`src/hw/rtl/nfa_ram.sv`:
```
// generic single-clock ram: one write port, one read port with registered read data
// no dependencies
`timescale 1ns / 1ps

module nfa_ram #(
  parameter int WIDTH = 8,
  parameter int DEPTH = 16,
  localparam int AW = (DEPTH > 1) ? $clog2(DEPTH) : 1
) (
  input  logic             clk_i,
  input  logic             we_i,
  input  logic [AW-1:0]    waddr_i,
  input  logic [WIDTH-1:0] wdata_i,
  input  logic             re_i,
  input  logic [AW-1:0]    raddr_i,
  output logic [WIDTH-1:0] rdata_o
);

  logic [WIDTH-1:0] mem_q [DEPTH];
  logic [WIDTH-1:0] rdata_q;

  always_ff @(posedge clk_i) begin
    if (we_i) begin
      mem_q[waddr_i] <= wdata_i;
    end
    if (re_i) begin
      rdata_q <= mem_q[raddr_i];
    end
  end

  assign rdata_o = rdata_q;

endmodule

```
`config.mk`:
```
export PLATFORM = sky130hd
export DESIGN_NAME = nfa_ram
export DESIGN_NICKNAME = d
export VERILOG_FILES = /design/src/hw/rtl/nfa_ram.sv
export SDC_FILE = /design/constraint.sdc
export NUM_CORES = 1
export LEC_CHECK = 0
export BUFFER_PORTS_ARGS = -buffer_cell sky130_fd_sc_hd__buf_4
export CAP_MARGIN = 20
export CORE_ASPECT_RATIO = 1.25
export CORE_MARGIN = 4
export CORE_UTILIZATION = 50
export DETAILED_ROUTE_END_ITERATION = 6
export GPL_TIMING_DRIVEN = 0
export PLACE_DENSITY_LB_ADDON = 0.05
export SYNTH_ARGS = -nofsm -noshare
export SYNTH_HDL_FRONTEND = slang
export SYNTH_SLANG_ARGS = --single-unit
```
`constraint.sdc`:
```
create_clock -name clk_i -period 2 [get_ports clk_i]
set_input_delay 0.3 -clock clk_i [delete_from_list [all_inputs] [get_ports clk_i]]
set_output_delay 0.3 -clock clk_i [all_outputs]
set_load 0.02 [all_outputs]
```
Word-level counts from Yosys, hierarchy flattened
Memories as Yosys holds them, arrays and structs flattened. A register that Yosys moved wholly into a read port is not among the register bits.
Index checks and enable logic that the tools add are counted.
{"block": "word_totals", "register_bits": 0, "ramBits": 128, "input_bits": 19, "output_inout_bits": 8, "elab_cells": 3, "memories": 1}
{"memory": "mem_q", "words": 16, "word_bits": 8, "read_ports": 1, "rd_ports_with_merged_regs": 1, "write_ports": 1, "line": "19", "source": "logic [WIDTH-1:0] mem_q [DEPTH];"}
{"block": "classes", "n_mux": 2}
{"cell": "2-to-1 mux 1 bit", "count": 2}

Longest topological paths before layout
{"block": "logic_depth", "ltp_word": 2, "mapped_depth": 5}

Worst setup path after synthesis
No wires, ideal clock.
{"block": "synth_timing", "path_type": "input-to-reg", "from": "input waddr_i[2]", "to": "memory mem_q[0][0] (enable)", "arrival_ps": 1410, "required_ps": 1617, "setup_slack_ps": 207, "cell_stages": 2, "path_buffers": 0, "cell_sequence": "or3b_2 > nor3_1"}
{"element": "start: declaration", "line": "12", "source": "input logic [AW-1:0] waddr_i,"}
{"element": "end: declaration", "line": "19"}
Straight into the memory's write port.

Worst setup path in the final report
{"block": "layout_timing", "from": "input waddr_i[2]", "to": "memory mem_q[0][0] (enable)"}
Straight into the memory's write port.

==> summary.md <==
| Metric | Value |
|---|---|
| Maximum fanout along the worst path | 5 |
| Placed instance count | 387 |
| Number of synthesized flops with an enable pin | between 100 and 150 |
| Placed cell areas | 5610 um2 |
| Largest net degree at the start of global routing | 17 |
| Critical Path Start | waddr_i[2] |
| Worst-path clk slew | 0.06 ns |
| I/O Buffers | 25 |
| Max Buffers Root-to-Sink | 2 |
| Final routed DRC violation total | 0 |
| # rows | 41 |
| Hold_sp | re_i |
| Sequential Area | ~4000 um2 |
| Multi-input logic area | 1060 um2 |
| Maximum vdd drop | 0.000771 V |
| Final Max Slew Viols | 0 |
| Via/cell ratio | 5.79 |
| Chip Width | 99.5 um |
| Clock Skews | 0.00472 ns |
| Root Driver | clkbuf_16 |
| Post-synthesis compound-gate area fraction | 0.0230 |
| Final Cycle Share | 0.787 |
| Synth warn | 0 |
| ANT nets after route | 0 |
| Final Instance Area | 6240 um2 |
| Clock Latency Late Sink | 0.41 ns |
| Fin. Hold Viols | 0 |
| Library cells used by synthesis | 18 |
| Post-Synth Adder-Cell Area | 0 |
| DIE AREA | 12200 um2 |
| Postcts setup bufs | 0 |
| GRT overflow | 0 |
| Fillcell total | around 740 |
| Seq/Total Area, Yosys | 0.781 |
| Top FF cell, synth | edfxtp_1 |
| Vias in the first global route | 2479 |
| Tmin final | 1.57 ns |
| Pre-Repair DR Iteration Count | 4 |
| # H-tree levels | 4 |
| HPWL after detailed placement | 6550 um |
| Critical Path AT | 1.70 ns |
| Sum of negative setup slack | 0 ns |
| Synth-to-Final Area Change | 19.3% |
| Max transition margin | 0.430 |
| Data required, critical path | ~2.1 ns |
| Final Setup Violations | 0 |
| Async set-reset flop share out of synthesis | 0 |
| Total Power | 6.87 mW |
| Tightest Hold Check Type | input pin to register |
| Mux share of post-synthesis cell area | 0.148 |
| Num CTS Buffers | 17 |
| Lkg Pwr | 2.10 nW |
| Clock sink count | between 100 and 150 |
| RSZ-0062 raised after global routing | false |
| Reg-to-Reg Start | mem_q[1][1] |
| CTS tree | yes |
| Final wirelength | 9950 um |
| Average routed wire per standard cell | 23.7 um |
| GP Congestion | 0.722 |
| Ant diodes | 0 |
| CP endpoint kind | register |
| Post-synthesis cell count | 229 |
| CTS resizes | 0 |
| Die H | 122 um |
| Largest family of logic cells by synthesized area | multiplexers |
| Post-Synth Simple-Gate Area | 0.0314 |
| Type of element launching the critical path | input pin |
| Core area | 10200 um2 |
| Seq cells post-synth | 136 |
| First-pass GRT wire length | roughly 15000 um |
| Initial core utilization | 0.515 |
| Finished Layout Cells | around 420 |
| Final #Nets | between 200 and 300 |
| P per Cell Area | 1100 nW/um2 |
| Syn_area_per_cell | ~23 um2 |
| Hold WS | 0.170 ns |
| Ports | 27 |
| Initial detailed-routing violation count | around 200 |
| Worst setup path category | input pin to register |
| Max Freq | between 600 and 700 MHz |
| Post-synth net total | between 200 and 250 |
| Layout cells sized above 1 | 0.290 |
| Mapped Area | 5230 um2 |
| XOR/XNOR Fraction of Synth Area | 0 |
| Worst-Margin Slew | 0.852 ns |
| Status | completed |
| Hold_buf cts | 0 |
| Routed vias | 2427 |
| GRT Overall Usage | 0.179 |
| Initial antenna violation count | 0 |
| Max-Cap Viols | 0 |
==> through the flow <==
step	setup WS, ns	utilization
CTS	0.414	0.614
detailed placement	-0.0168	0.552
global route	0.346	0.614
finish	0.426	0.614
floorplan	0.207	-
global placement	-0.397	0.549
==> cells in the mapped netlist (2+ instances only) <==
cell             number  share of area
buf_2                 3         0.0029
nor2_1               13         0.0093
edfxtp_1            136           0.78
nor3_1                4         0.0038
buf_6                 3         0.0065
nand2_1               9         0.0065
nand2b_1              2         0.0024
a22oi_1              16          0.023
mux4_1               14          0.070
mux4_2               18          0.078
clkdlybuf4s25_2       3         0.0057
nand3b_1              2         0.0029
==> report_power, final <==
group | total, mW | switching [mW] | internal (mW)
clock network | 3.30 | 1.11 | 2.19
registers | 3.23 | 0.0134 | 3.21
logic | 0.337 | 0.194 | 0.143
==> layer usage <==
layer / global-route usage / vias up / share of wire
met5: 0 / - / 0
met4: 0.0726 / 0 / 0.019
met3: 0.0506 / 15 / 0.046
met2: 0.291 / 75 / 0.52
met1: 0.228 / 1258 / 0.42
li1: - / 1079 / -
==> area by class of cell <==
cell class,count,share of cell area
plain buffers,10,0.0138
flip-flops and latches,136,0.655
well taps,129,0.0259
multi-input cells,83,0.170
repair buffers,29,0.0349
clock inverters,15,0.0329
clock buffers,17,0.0682
==> flip-flops by register name, indices dropped and copies added, names as in the netlist <==
register / flops
rdata_o: 8
mem_q: 128
==> cells in the final DEF (no fill, tap or decap) <==
cell type,n
edfxtp_1,136
buf_4,30
mux4_2,18
clkbuf_16,17
a22oi_1,16
mux4_1,14
nor2_1,13
nand2_1,9
clkinv_1,6
bufinv_16,5
nor3_1,4
buf_6,3
buf_2,3
clkdlybuf4s25_2,3
nand3b_1,2
nand2b_1,2
clkinvlp_4,2
inv_6,2
nor2b_1,1
and2_1,1
and2b_1,1
nand3_1,1
or3b_2,1
==> kinds of logic (layout without fill, tap and decap cells) <==
group / count (synthesis) / in the layout
multiplexers: 32 / 32
flip-flops: 136 / 136
buffers and inverters: 10 / 71
AND/OR/NAND/NOR: 35 / 35
AO/OA/AOI/OAI: 16 / 16
==> path summary, 6_finish.rpt <==
check / to / slack [ns] / cells past startpoint
max: mem_q[0][0] / 0.43 / 4
min: rdata_o[5] / 0.17 / 1
max reg2reg: rdata_o[1] / 0.43 / 3
min reg2reg: rdata_o[1] / 0.77 / 3
==> critical path, stage by stage <==
cell and delay, ns:
buf_4 0.13, or3b_2 0.51, nor3_1 0.48, buf_4 0.27
Power figures use the tool's default switching activity.
